### src/hw/rtl/sem_pkg.sv
// shared types and constants for the sobel edge magnitude block
// no dependencies; imported by every module of the block
package sem_pkg;

    // pixel and configuration widths
    localparam int PIX_W        = 8;
    localparam int CFG_W        = 11;
    localparam int MAX_WIDTH_DEF = 1024;
    localparam int MAX_HEIGHT   = 1024;
    localparam int ROW_W        = $clog2(MAX_HEIGHT);
    localparam int MIN_SIZE     = 3;
    localparam int SIZE_RESET   = 1024;

    // gradient and magnitude widths
    localparam int GRAD_W = 11;
    localparam int SQ_W   = 2 * GRAD_W - 2;
    localparam int SUM_W  = SQ_W + 1;
    localparam int RAD_W  = 16;
    localparam int ROOT_W = RAD_W + 1;
    localparam int SQRT_STEPS = RAD_W / 2;
    localparam logic [PIX_W-1:0] EDGE_MAX = 8'hFF;

    // result queue
    localparam int QUEUE_DEPTH = 16;
    localparam int OUTS_W      = $clog2(QUEUE_DEPTH + 1);

    // register interface
    localparam int PADDR_W = 3;
    localparam int PDATA_W = 32;
    localparam logic [0:0] REG_WIDTH  = 1'b0;
    localparam logic [0:0] REG_HEIGHT = 1'b1;

    // side information that travels with each pixel
    typedef struct packed {
        logic produce;
        logic last;
    } tag_t;

    // one result item
    typedef struct packed {
        logic [PIX_W-1:0] edge_value;
        logic             clipped;
        logic             last_of_frame;
    } res_t;

endpackage

### src/hw/rtl/sem_magnitude.sv
// squares, sum with saturation check, and an eight stage pipelined
// restoring square root, one result bit per stage; uses sem_pkg
module sem_magnitude (
    input  logic                              clk,
    input  logic                              rst_n,
    input  logic                              grad_valid,
    input  logic signed [sem_pkg::GRAD_W-1:0] gx,
    input  logic signed [sem_pkg::GRAD_W-1:0] gy,
    input  logic                              grad_last,
    output logic                              mag_valid,
    output sem_pkg::res_t                     mag_res
);
    import sem_pkg::*;

    logic signed [2*GRAD_W-1:0] prod_x;
    logic signed [2*GRAD_W-1:0] prod_y;
    logic [SUM_W-1:0]           sum;

    logic            sq_valid_reg;
    logic [SQ_W-1:0] sqx_reg;
    logic [SQ_W-1:0] sqy_reg;
    logic            sq_last_reg;

    logic [SQRT_STEPS:0]  st_valid_reg;
    logic [SQRT_STEPS:0]  st_valid_next;
    logic [ROOT_W-1:0]    rem_reg  [SQRT_STEPS+1];
    logic [ROOT_W-1:0]    rem_next [SQRT_STEPS+1];
    logic [ROOT_W-1:0]    root_reg [SQRT_STEPS+1];
    logic [ROOT_W-1:0]    root_next[SQRT_STEPS+1];
    logic [SQRT_STEPS:0]  clip_reg;
    logic [SQRT_STEPS:0]  clip_next;
    logic [SQRT_STEPS:0]  last_reg;
    logic [SQRT_STEPS:0]  last_next;

    // squares of the gradients
    assign prod_x = gx * gx;
    assign prod_y = gy * gy;
    assign sum    = SUM_W'(sqx_reg) + SUM_W'(sqy_reg);

    // root stages: stage k tests bit 2^(14-2k) of the radicand
    always_comb
    begin
        logic [ROOT_W-1:0] trial;
        logic [ROOT_W-1:0] bitv;
        st_valid_next = {st_valid_reg[SQRT_STEPS-1:0], sq_valid_reg};
        rem_next[0]   = ROOT_W'(sum[RAD_W-1:0]);
        root_next[0]  = '0;
        clip_next[0]  = |sum[SUM_W-1:RAD_W];
        last_next[0]  = sq_last_reg;
        for (int k = 0; k < SQRT_STEPS; k++)
        begin
            bitv  = ROOT_W'(1) << (RAD_W - 2 - 2 * k);
            trial = root_reg[k] + bitv;
            if (rem_reg[k] >= trial)
            begin
                rem_next[k+1]  = rem_reg[k] - trial;
                root_next[k+1] = (root_reg[k] >> 1) + bitv;
            end
            else
            begin
                rem_next[k+1]  = rem_reg[k];
                root_next[k+1] = root_reg[k] >> 1;
            end
            clip_next[k+1] = clip_reg[k];
            last_next[k+1] = last_reg[k];
        end
    end

    // valid bits
    always_ff @(posedge clk or negedge rst_n)
    begin
        if (!rst_n)
        begin
            sq_valid_reg <= 1'b0;
            st_valid_reg <= '0;
        end
        else
        begin
            sq_valid_reg <= grad_valid;
            st_valid_reg <= st_valid_next;
        end
    end

    // stage payload
    always_ff @(posedge clk)
    begin
        sqx_reg     <= prod_x[SQ_W-1:0];
        sqy_reg     <= prod_y[SQ_W-1:0];
        sq_last_reg <= grad_last;
        rem_reg     <= rem_next;
        root_reg    <= root_next;
        clip_reg    <= clip_next;
        last_reg    <= last_next;
    end

    // saturate on overflow
    assign mag_valid             = st_valid_reg[SQRT_STEPS];
    assign mag_res.clipped       = clip_reg[SQRT_STEPS];
    assign mag_res.last_of_frame = last_reg[SQRT_STEPS];
    assign mag_res.edge_value    = clip_reg[SQRT_STEPS] ? EDGE_MAX
                                 : root_reg[SQRT_STEPS][PIX_W-1:0];

endmodule

### config.mk
export PLATFORM = sky130hd
export DESIGN_NAME = sem_magnitude
export DESIGN_NICKNAME = d
export VERILOG_FILES = /design/src/hw/rtl/sem_pkg.sv /design/src/hw/rtl/sem_magnitude.sv
export SDC_FILE = /design/constraint.sdc
export NUM_CORES = 1
export LEC_CHECK = 0
export ABC_AREA = 1
export ABC_CLOCK_PERIOD_IN_PS = 2080
export BUFFER_PORTS_ARGS = -buffer_cell sky130_fd_sc_hd__buf_2
export CORE_ASPECT_RATIO = 1.5
export CORE_MARGIN = 2
export CORE_UTILIZATION = 50
export DETAILED_ROUTE_END_ITERATION = 7
export HOLD_SLACK_MARGIN = 0.15
export PLACE_DENSITY = 0.71
export SLEW_MARGIN = 10
export SYNTH_ARGS = -nofsm -noshare
export SYNTH_HDL_FRONTEND = slang
export SYNTH_SLANG_ARGS = --single-unit
### constraint.sdc
create_clock -name clk -period 2.08 [get_ports clk]
set_input_delay 0.208 -clock clk [delete_from_list [all_inputs] [get_ports clk]]
set_output_delay 0.208 -clock clk [all_outputs]
set_load 0.02 [all_outputs]
After elaboration in Yosys (flattened, before gate mapping). Cells that the tools add are included.

Reductions and logical operators: 1. Multiplexer cells: 16. $add $sub $neg: 22. Order comparisons: 8. Multipliers: 2.

Operator list (count): 17-bit greater-or-equal comparator (7); 17-bit two-way mux (6); 17-bit subtractor (6); 16-bit two-way mux (6); 11-bit by 11-bit multiplier with 20-bit output (2); 15-bit two-way mux (2); 20-bit by 20-bit adder with 21-bit output (1); 16-bit by 11-bit adder with 17-bit output, second input constant (1); 16-bit by 3-bit adder with 17-bit output, second input constant (1); 16-bit by 5-bit adder with 17-bit output, second input constant (1); 16-bit by 7-bit adder with 17-bit output, second input constant (1); 16-bit by 9-bit adder with 17-bit output, second input constant (1); 17-bit by 1-bit adder with 17-bit output, second input constant (1); 17-bit by 11-bit adder with 17-bit output, second input constant (1); 17-bit by 3-bit adder with 17-bit output, second input constant (1); 17-bit by 5-bit adder with 17-bit output, second input constant (1); 17-bit by 7-bit adder with 17-bit output, second input constant (1); 17-bit by 9-bit adder with 17-bit output, second input constant (1); 16-bit by 15-bit subtractor with 17-bit output, second input constant (1); 15-bit by 13-bit adder with 16-bit output, second input constant (1); 16-bit by 15-bit greater-or-equal comparator with 1-bit output, second input constant (1); 8-bit two-way mux (2); 14-bit by 13-bit adder with 15-bit output, second input constant (1); 8-bit by 1-bit adder with 8-bit output, second input constant (1); 5-bit OR reduction (1).

Bits of input ports: 26. Output and inout port bits: 11. Word-level logic and storage cells: 79. Flip-flop bits (word level): 329.

Longest topological paths before layout. Gate-level depths: netlist (run 1).

Depth in word-level cells: 3. Depth in mapped cells: 23. Gate-level depth less buffers: 23.

Worst setup path before layout (run 1). OpenSTA, ideal clock, no wires.

Kind: input to register. Start: input port gy[10] (netlist bit). End: register sqy_reg[19]. Path buffers: 1. Library setup time: 0.112 ns. Stages on the path: 20. Slack: -2.703 ns. Arrival: 4.671 ns. Data required time: 1.968 ns. Cells stage by stage: clkbuf_1 -> inv_1 -> or2_2 -> fa_1 -> inv_1 -> fa_1 -> fa_1 -> fa_1 -> inv_1 -> fa_1 -> inv_1 -> ha_1 -> nand2_1 -> nand2_1 -> a21boi_0 -> o21ai_0 -> a21oi_1 -> inv_1 -> nand2_1 -> nand2_1.

Cells in the longest elaborated chain, start to end: 1.

RTL lines: start: declaration (RTL line sem_magnitude.sv:8) `input logic signed [sem_pkg::GRAD_W-1:0] gy,`; 11-bit by 11-bit multiplier with 20-bit output (RTL line sem_magnitude.sv:37) `assign prod_y = gy * gy;`; net prod_y[19] (RTL line sem_magnitude.sv:16) `logic signed [2*GRAD_W-1:0] prod_y;`; end signal: assignment (RTL line sem_magnitude.sv:88) `sqy_reg <= prod_y[SQ_W-1:0];`; end: declaration (RTL line sem_magnitude.sv:21) `logic [SQ_W-1:0] sqy_reg;`.

The timed path passes the listed nets, and every way through them passes these cells. A chain may end at the register's enable or synchronous reset.

Worst setup path after layout (run 1).
Start: input port gx[10] (netlist bit). End: register sqx_reg[15].

Cells in the longest elaborated chain, start to end: 1.

RTL lines: start: declaration (RTL line sem_magnitude.sv:7) `input logic signed [sem_pkg::GRAD_W-1:0] gx,`; 11-bit by 11-bit multiplier with 20-bit output (RTL line sem_magnitude.sv:36) `assign prod_x = gx * gx;`; net prod_x[15] (RTL line sem_magnitude.sv:15) `logic signed [2*GRAD_W-1:0] prod_x;`; end signal: assignment (RTL line sem_magnitude.sv:87) `sqx_reg <= prod_x[SQ_W-1:0];`; end: declaration (RTL line sem_magnitude.sv:20) `logic [SQ_W-1:0] sqx_reg;`.

The timed path passes the listed nets, and every way through them passes these cells.

==> results of run 1 <==
## layout make-up
cell class | instances | area, sq um | share of cell area [%]
Multi-Input combinational cell | 1215 | 11300 | 52.5
Sequential cell | 238 | 4810 | 22.4
Timing Repair Buffer | 245 | 2190 | 10.2
Inverter | 513 | 1940 | 9.05
Clock buffer | 31 | 646 | 3.01
Tap cell | 420 | 526 | 2.45
Clock inverter | 7 | 88.8 | 0.413
## path summary, 6_finish.rpt
kind                            cells after the start         endpoint    startpoint
worst max-delay path                               17      sqx_reg[15]        gx[10]
worst min-delay path                                4       sqy_reg[0]         gy[0]
worst max register to register                      8      rem_reg[40]  root_reg[59]
worst min register to register                      0     rem_reg[127]  rem_reg[144]
max in group asynchronous                           3  st_valid_reg[5]         rst_n
min in group asynchronous                           3  st_valid_reg[8]         rst_n
## metrics by stage
stage                     setup WS, ps  utilization (%)  hold slack (ps)
final                            -1760             64.4              218
after global routing             -1930             64.4              201
after detailed placement         -2450             58.4             68.0
after global placement           -2400             58.4             60.4
after CTS                        -1710             63.1              187
after floorplan                  -2120                -            -87.6
## repair_timing
item	in CTS	in global routing
hold buffers	5	0
gates cloned	1	0
pin swaps	112	71
endpoints found under the hold margin	13	0
buffers inserted	26	15
gates resized for setup	179	101
setup endpoints to repair	30	47
## cells in the final DEF, fill, tap and decap left out, types with 46 or more instances in the layout
master	count
a21oi_1	46
buf_4	161
dfxtp_1	228
fa_1	164
ha_1	103
inv_1	428
inv_2	80
nand2_1	305
nand2_2	48
nand3_1	60
nor2_1	91
xor2_1	68
## critical path, delay by kind of cell
family / cells / cell delay [ps]
compound gates: 1 / 250
xor+xnor: 1 / 180
fa+ha+maj: 6 / 2740
buf+inv: 6 / 460
simple gates: 3 / 440
## layer usage
metal / GRT usage (%) / up-vias / routed length (um)
met3: 1.72 / 104 / 587
met2: 45.4 / 147 / 21800
met4: 9.26 / 0 / 1610
met1: 19.6 / 6137 / 12200
met5: 0 / - / 0
li1: - / 6422 / -
## kinds of logic (layout without fill, tap and decap cells)
family	after synthesis	after routing
buf+inv	543	796
compound gates	147	147
fa+ha+maj	331	331
xor+xnor	102	102
flops	238	238
other cells	1	1
simple gates	634	634
==> flow_summary_export.csv, run 1 <==
group,metric,value,unit
status,status,"complete, but fails checks",
status,violations,"negative setup slack",
synthesis,yosys.area.top_type,"dfxtp_1",
timing,finalCritPeriodShare,185,%
worst_setup_path,cp.arrival,4280,ps
synthesis,synth_top_family_by_area,"adder cells",
final_layout,drive_gt1_share,26.5,%
place,place_area,0.0195,sq mm
final_layout,largest_register_ffs,135,
synthesis,synth_mux_area_share,0,%
die,core_area,0.0333,sq mm
timing,finalSetupTns,-42890,ps
place,place.port_buffers,36,
worst_setup_path,crit_fanout,7,
routing,vias,12810,
die,die_h,229,um
synthesis,ys_types,48,
clocking,cts.sinks,238,
place,place_hpwl,29.7,mm
die,dieWidth,154,um
synthesis,synth_edf_count,0,
routing,post_drt_wl_per_cell,13.6,um
final_layout,fin_nets,2592,
synthesis,synthTopCellsByArea,"dfxtp_1 (27%), fa_1 (22%), inv_1 (11%)",
die,initial_core_util,50.6,%
synthesis,ys_ff_latch,238,
worst_setup_path,cp_data_required_time,2510,ps
clocking,cts_made_buffers,22,
routing,ant_nets,0,
clocking,cts_tree,"yes",
synthesis,synth_nets,2353,
synthesis,synth-simple-area-share,15.9,%
clocking,cts-root-buf,"clkbuf_16",
synthesis,synthXorXnorAreaFrac,5.29,%
global_routing,overflow,0,
run,max_cap_viol_count,0,
global_routing,grt_first_pass_wirelength,61.4,mm
synthesis,syn-instance-count,1996,
place,gp_congestion,0.867,
routing,drtIter0Drc,394,
timing,min_period,3840,ps
final_layout,fillCellCount,2660,
routing,drtPass1Iterations,4,
clocking,worstSkewPairLatency,510,ps
worst_setup_path,crit_slowest_cell,"fa_2",
timing,skew,12.9,ps
die,die_area,0.0353,sq mm
final_layout,areaGrowthSynthToFinish,27.3,%
synthesis,avgSynthCellArea,8.46,sq um
synthesis,synth_compound_gate_area_share,5.03,%
final_layout,diodes,0,
timing,slew_violations,0,
global_routing,track_usage,21.2,%
synthesis,synthAdderAreaFrac,32.9,%
worst_setup_path,crit_chain,"buf_12 -> clkinvlp_4 -> or2_4 -> fa_1 -> inv_1 -> fa_2 -> fa_2 -> fa_1 -> inv_2 -> fa_1 -> inv_2 -> ha_4 -> nand2_4 -> nor2_2 -> inv_1 -> o211ai_1 -> xor2_1",
final_layout,stdcell_count,2669,
timing,final-hold-violation-count,0,
routing,viasPerCell,4.80,
synthesis,synth_most_common_cell,"inv_1",
routing,remaining_drc_errors,0,
synthesis,synth_top_area_share,27.0,%
routing,wl,36.2,mm
final_layout,final_area,0.0215,sq mm
die,design.portCount,37,
timing,timing.fmax,260,MHz
worst_setup_path,max_stage_delay,520,ps
synthesis,async_flop_share,4.20,%
clocking,cts_htree_levels,1,
clocking,clk_path_buf_depth,3,
synthesis,netlist_area,0.0169,sq mm
timing,setup_slack,-1760,ps
worst_setup_path,crit_top_cell,"fa_1",
timing,setup_viol_count_final,30,
synthesis,ys.flop_type,"dfxtp_1",
worst_setup_path,end_kind,"flop",
worst_setup_path,critPathKind,"input pin to flop",
timing,rsz0062_at_grt,"yes",
worst_setup_path,r2r_slack,140,ps
global_routing,grt_pass1_vias,14026,
synthesis,yosysWarningCount,0,
global_routing,antenna_found_initial,0,
die,rows,82,
worst_hold_path,hold_class,"input pin to flop",
synthesis,ys_seq_area_share,28.5,%
synthesis,synth_common_cells,"inv_1 (510), nand2_1 (381), dfxtp_1 (228)",
worst_setup_path,cp-start-kind,"input pin",
place,dp_cells,2589,
clocking,path_clk_slew,60,ps
global_routing,grt_max_degree,20,
Power of run 1 is left out: the tool's default activity adds up to more than one toggle a clock period on the data nets, which glitch-free logic cannot reach.
==> run 2: changes to the inputs <==
--- a/config.mk
+++ b/config.mk
@@ -9,11 +9,10 @@
 export ABC_CLOCK_PERIOD_IN_PS = 2080
 export BUFFER_PORTS_ARGS = -buffer_cell sky130_fd_sc_hd__buf_2
 export CORE_ASPECT_RATIO = 1.5
-export CORE_MARGIN = 2
-export CORE_UTILIZATION = 50
+export CORE_UTILIZATION = 64
 export DETAILED_ROUTE_END_ITERATION = 7
 export HOLD_SLACK_MARGIN = 0.15
-export PLACE_DENSITY = 0.71
+export PLACE_DENSITY = 0.86
 export SLEW_MARGIN = 10
 export SYNTH_ARGS = -nofsm -noshare
 export SYNTH_HDL_FRONTEND = slang
==> run 2 against run 1 <==
Effect of this change:
- the flow still finishes with violations (negative setup slack)
- cell count shrank 3.1%
- first-iteration DRC count rose by 110%
- critical path depth is 3 higher
- sequential cell count unchanged
- register-to-register slack lost 110 ps
- wire length rose by 38%
- design area is 0.52% higher
- sequential share of layout area is 0.12 points lower
==> flow_summary_export.csv, run 2 (same netlist as run 1, synthesis figures left out) <==
group,metric,value,unit
timing,setup_slack,-2070,ps
status,violations,"negative setup slack",
final_layout,areaGrowthSynthToFinish,28.0,%
die,die_area,0.0270,sq mm
global_routing,track_usage,33.3,%
timing,final-hold-violation-count,0,
final_layout,fin_util,83.5,%
clocking,path_clk_slew,70,ps
worst_hold_path,hold_class,"input pin to flop",
worst_setup_path,worst_r2r_path_depth,9,
worst_setup_path,cp_data_required_time,2470,ps
worst_setup_path,cp-start-kind,"input pin",
timing,worstMarginPinSlew,564,ps
clocking,cts_made_buffers,21,
timing,skew,22.2,ps
clocking,worstSkewPairLatency,510,ps
worst_setup_path,cp.arrival,4540,ps
global_routing,grt_first_pass_wirelength,70.8,mm
global_routing,antenna_found_initial,1,
die,dieWidth,135,um
final_layout,fillCellCount,1347,
timing,min_period,4150,ps
die,core_area,0.0259,sq mm
routing,wl,49.9,mm
clocking,cts-root-buf,"clkbuf_16",
worst_setup_path,crit_fanout,4,
worst_hold_path,holdPathStages,4,
timing,rsz0062_at_grt,"yes",
routing,vias,14658,
place,place.port_buffers,36,
routing,remaining_drc_errors,0,
final_layout,layout_commonest_cell,"inv_1",
die,design.portCount,37,
place,dp_cells,2506,
die,initial_core_util,65.3,%
global_routing,grt_max_degree,21,
routing,ant_nets,0,
worst_setup_path,crit_chain,"buf_12 -> buf_4 -> nand2_1 -> inv_1 -> fa_1 -> ha_1 -> a21oi_2 -> fa_1 -> inv_1 -> fa_1 -> inv_1 -> fa_1 -> inv_2 -> ha_4 -> a21oi_4 -> buf_4 -> buf_4 -> buf_4 -> nand2_2 -> xor2_2",
worst_setup_path,max_stage_delay,580,ps
timing,slew_violations,0,
timing,maxSlewHeadroom,62.1,%
worst_setup_path,crit_slowest_cell,"fa_1",
clocking,cts_tree,"yes",
place,gp_congestion,0.918,
die,die_h,201,um
run,max_cap_viol_count,0,
final_layout,final_cell_mix,"inv_1 (424), nand2_1 (309), dfxtp_1 (228)",
timing,setup_viol_count_final,30,
worst_setup_path,end_kind,"flop",
final_layout,largest_register_ffs,135,
routing,drtPass1Iterations,5,
clocking,cts_htree_levels,1,
timing,timing.fmax,241,MHz
routing,post_drt_wl_per_cell,19.3,um
timing,finalCritPeriodShare,199,%
worst_setup_path,critPathKind,"input pin to flop",
final_layout,drive_gt1_share,27.8,%
place,place_hpwl,30.9,mm
final_layout,stdcell_count,2585,
global_routing,grt_pass1_vias,15632,
routing,drtIter0Drc,846,
routing,viasPerCell,5.67,
die,rows,72,
clocking,cts.sinks,238,
clocking,clk_path_buf_depth,3,
global_routing,overflow,0,
final_layout,fin_nets,2595,
status,status,"complete, but fails checks",
==> run 2: area by class of cell <==
| cell class | count | area [sq um] | area share, % |
|---|---|---|---|
| Multi-Input combinational cell | 1216 | 11400 | 52.9 |
| Antenna cell | 1 | 2.50 | 0.0116 |
| Clock inverter | 8 | 129 | 0.597 |
| Sequential cell | 238 | 4810 | 22.3 |
| Clock buffer | 28 | 582 | 2.69 |
| Timing Repair Buffer | 248 | 2280 | 10.5 |
| Tap cell | 333 | 417 | 1.93 |
| Inverter | 513 | 1950 | 9.04 |
==> run 2: critical path: cells and delay by family <==
family                     cells  cell delay, ps
and+or+nand+nor                2             140
AOI/OAI and AO/OA              2             200
xor gates and xnor gates       1             260
buffers and inverters          9             940
adders and majority gates      6            2790
==> run 2: worst paths after layout <==
check,startpoint,slack (ps),to
worst max-delay path,gx[2],-2070,sqx_reg[12]
worst min-delay path,gx[0],220,sqx_reg[0]
worst max register to register,sqy_reg[8],30,clip_reg[0]
worst min register to register,last_reg[7],320,last_reg[8]
max in group asynchronous,rst_n,1060,st_valid_reg[4]
min in group asynchronous,rst_n,710,st_valid_reg[6]
==> run 2: what timing repair did <==
action	4_1_cts	5_1_grt
pin swaps	97	85
setup buffers	19	21
hold buffers	5	0
setup endpoints to repair	30	45
cloned	1	1
hold endpoints to repair	13	0
resized for setup	207	114
==> run 2: per-stage QoR <==
stage | TNS, ps | cell area (sq um) | worst slack [ps] | hold slack (ps)
final | -49540 | 21600 | -2070 | 223
after global routing | -52370 | 21600 | -2240 | 210
after CTS | -42670 | 21100 | -1760 | 189
after detailed placement | -65370 | 19400 | -2630 | 75.9
after global placement | -62650 | 19400 | -2410 | 61.8
after floorplan | -49690 | 18000 | -2120 | -87.6
==> run 2: metal layers <==
layer  global-route usage [%]  wire, um  up-vias
met3                     4.42      2750      453
met5                        0         0        -
met2                     66.2     26500      820
met1                     28.8     15300     6926
met4                     26.1      5300        0
li1                         -         -     6459
Power of run 2 is left out for the same reason.
==> run 3: changes to the inputs <==
--- a/config.mk
+++ b/config.mk
@@ -9,10 +9,11 @@
 export ABC_CLOCK_PERIOD_IN_PS = 2080
 export BUFFER_PORTS_ARGS = -buffer_cell sky130_fd_sc_hd__buf_2
 export CORE_ASPECT_RATIO = 1.5
-export CORE_UTILIZATION = 64
+export CORE_UTILIZATION = 65
+export CTS_BUF_LIST = sky130_fd_sc_hd__clkbuf_2
 export DETAILED_ROUTE_END_ITERATION = 7
 export HOLD_SLACK_MARGIN = 0.15
-export PLACE_DENSITY = 0.86
+export PLACE_DENSITY = 0.87
 export SLEW_MARGIN = 10
 export SYNTH_ARGS = -nofsm -noshare
 export SYNTH_HDL_FRONTEND = slang
==> run 3 against run 2 <==
Effect of this change:
- the flow still finishes with violations (negative setup slack)
- cell count rose by 2.4%
- clock skew rose by 22 ps
- via count barely moved
- worst hold slack improved by 46 ps
- setup slack improved by 230 ps
- wire length fell by 0.26%
- utilization rose by 1.3 points
- design area fell by 0.61%
- critical path type unchanged
- highest routed layer unchanged
==> flow_summary_export.csv, run 3 (same netlist as run 1, synthesis figures left out) <==
group,metric,value,unit
final_layout,fillCellCount,1258,
status,status,"complete, but fails checks",
global_routing,overflow,0,
final_layout,largest_register_ffs,135,
final_layout,areaGrowthSynthToFinish,27.2,%
worst_setup_path,crit_slowest_cell,"fa_1",
final_layout,layout_commonest_cell,"inv_1",
run,max_cap_viol_count,0,
timing,finalCritPeriodShare,188,%
timing,rsz0062_at_grt,"yes",
clocking,cts-root-buf,"clkbuf_2",
clocking,cts.sinks,238,
timing,timing.fmax,256,MHz
die,initial_core_util,66.7,%
routing,remaining_drc_errors,0,
worst_setup_path,critPathTopFamily,"adder cells",
clocking,clk_path_buf_depth,3,
timing,setup_viol_count_final,31,
timing,min_period,3910,ps
place,place.port_buffers,36,
global_routing,track_usage,35.1,%
global_routing,antenna_found_initial,1,
worst_setup_path,crit_top_cell,"fa_1",
timing,skew,44.1,ps
clocking,cts_tree,"yes",
timing,slew_violations,0,
timing,final-hold-violation-count,0,
routing,post_drt_wl_per_cell,18.8,um
routing,drtIter0Drc,890,
worst_setup_path,max_stage_delay,590,ps
clocking,cts_made_buffers,51,
worst_setup_path,cp.arrival,4570,ps
global_routing,grt_pass1_vias,15782,
timing,finalSetupTns,-40900,ps
routing,ant_nets,0,
global_routing,grt_max_degree,21,
final_layout,stdcell_count,2646,
worst_setup_path,crit_buf_inv,6,
routing,viasPerCell,5.54,
worst_setup_path,critPathKind,"input pin to flop",
final_layout,fin_util,84.8,%
routing,drtPass1Iterations,8,
place,dp_cells,2499,
place,gp_congestion,0.931,
die,rows,71,
routing,vias,14671,
global_routing,grt_first_pass_wirelength,72.3,mm
clocking,cts_htree_levels,2,
timing,worstMarginPinSlew,518,ps
die,core_area,0.0253,sq mm
clocking,worstSkewPairLatency,800,ps
final_layout,final_cell_mix,"inv_1 (412), nand2_1 (303), dfxtp_1 (228)",
place,place_hpwl,31.4,mm
worst_setup_path,crit_chain,"buf_12 -> buf_6 -> nand2_4 -> fa_1 -> inv_2 -> fa_1 -> fa_2 -> fa_1 -> inv_1 -> fa_1 -> inv_2 -> ha_4 -> nand2_1 -> nand2_1 -> inv_1 -> o21ai_0 -> a21oi_1 -> nand2_1 -> xor2_1",
worst_setup_path,crit_fanout,8,
die,die_h,199,um
clocking,path_clk_slew,130,ps
worst_hold_path,hold_class,"input pin to flop",
timing,maxSlewHeadroom,65.1,%
worst_setup_path,end_kind,"flop",
final_layout,fin_nets,2639,
status,violations,"negative setup slack",
die,dieWidth,134,um
timing,setup_slack,-1830,ps
worst_setup_path,cp-start-kind,"input pin",
worst_setup_path,cp_data_required_time,2740,ps
die,design.portCount,37,
final_layout,drive_gt1_share,29.7,%
routing,wl,49.8,mm
die,die_area,0.0266,sq mm
run 3: path summary, 6_finish.rpt:
check	startpoint	to	slack (ps)	cells after the start
max in group asynchronous	rst_n	st_valid_reg[5]	1350	3
max	gy[4]	sqy_reg[17]	-1830	19
min	gx[3]	sqx_reg[4]	270	7
min in group asynchronous	rst_n	sq_valid_reg	440	3
max reg2reg	sqx_reg[3]	rem_reg[148]	-10	11
min reg2reg	clip_reg[2]	clip_reg[3]	310	0
run 3: metal layers:
| layer | GRT usage, % | share of wire, % | up-vias |
|---|---|---|---|
| li1 | - | - | 6553 |
| met1 | 29.9 | 31 | 6946 |
| met2 | 69.2 | 53 | 753 |
| met3 | 5.43 | 5.1 | 419 |
| met4 | 30.7 | 10 | 0 |
| met5 | 0 | 0 | - |
run 3: worst min-delay path: cells and delay by family:
kind	cells	cell delay (ps)
fa+ha+maj	3	450
buf+inv	3	280
simple gates	1	70
run 3: final cells by class:
class	count	area, sq um	share of cell area (%)
Clock inverter	20	110	0.513
Inverter	513	1950	9.08
Clock buffer	68	340	1.59
Antenna cell	1	2.50	0.0117
Timing Repair Buffer	262	2410	11.2
Multi-Input combinational cell	1216	11400	53.2
Sequential cell	238	4810	22.4
Tap cell	328	410	1.91
run 3: repair_timing:
| item | CTS | global route |
|---|---|---|
| hold buffers | 11 | 0 |
| pin swaps | 119 | 73 |
| endpoints found under the setup margin | 30 | 45 |
| resized for setup | 220 | 107 |
| cloned | 2 | 1 |
| endpoints found under the hold margin | 19 | 0 |
| setup buffers | 27 | 18 |
run 3: per-stage QoR:
step                      instance area, sq um  setup WS [ps]  hold slack [ps]
after floorplan                          18000          -2120            -87.6
after global routing                     21500          -1820              239
after global placement                   19400          -2370             61.7
after detailed placement                 19400          -2540             71.1
after CTS                                20900          -1410              103
final                                    21500          -1830              269
Power of run 3 is left out for the same reason.
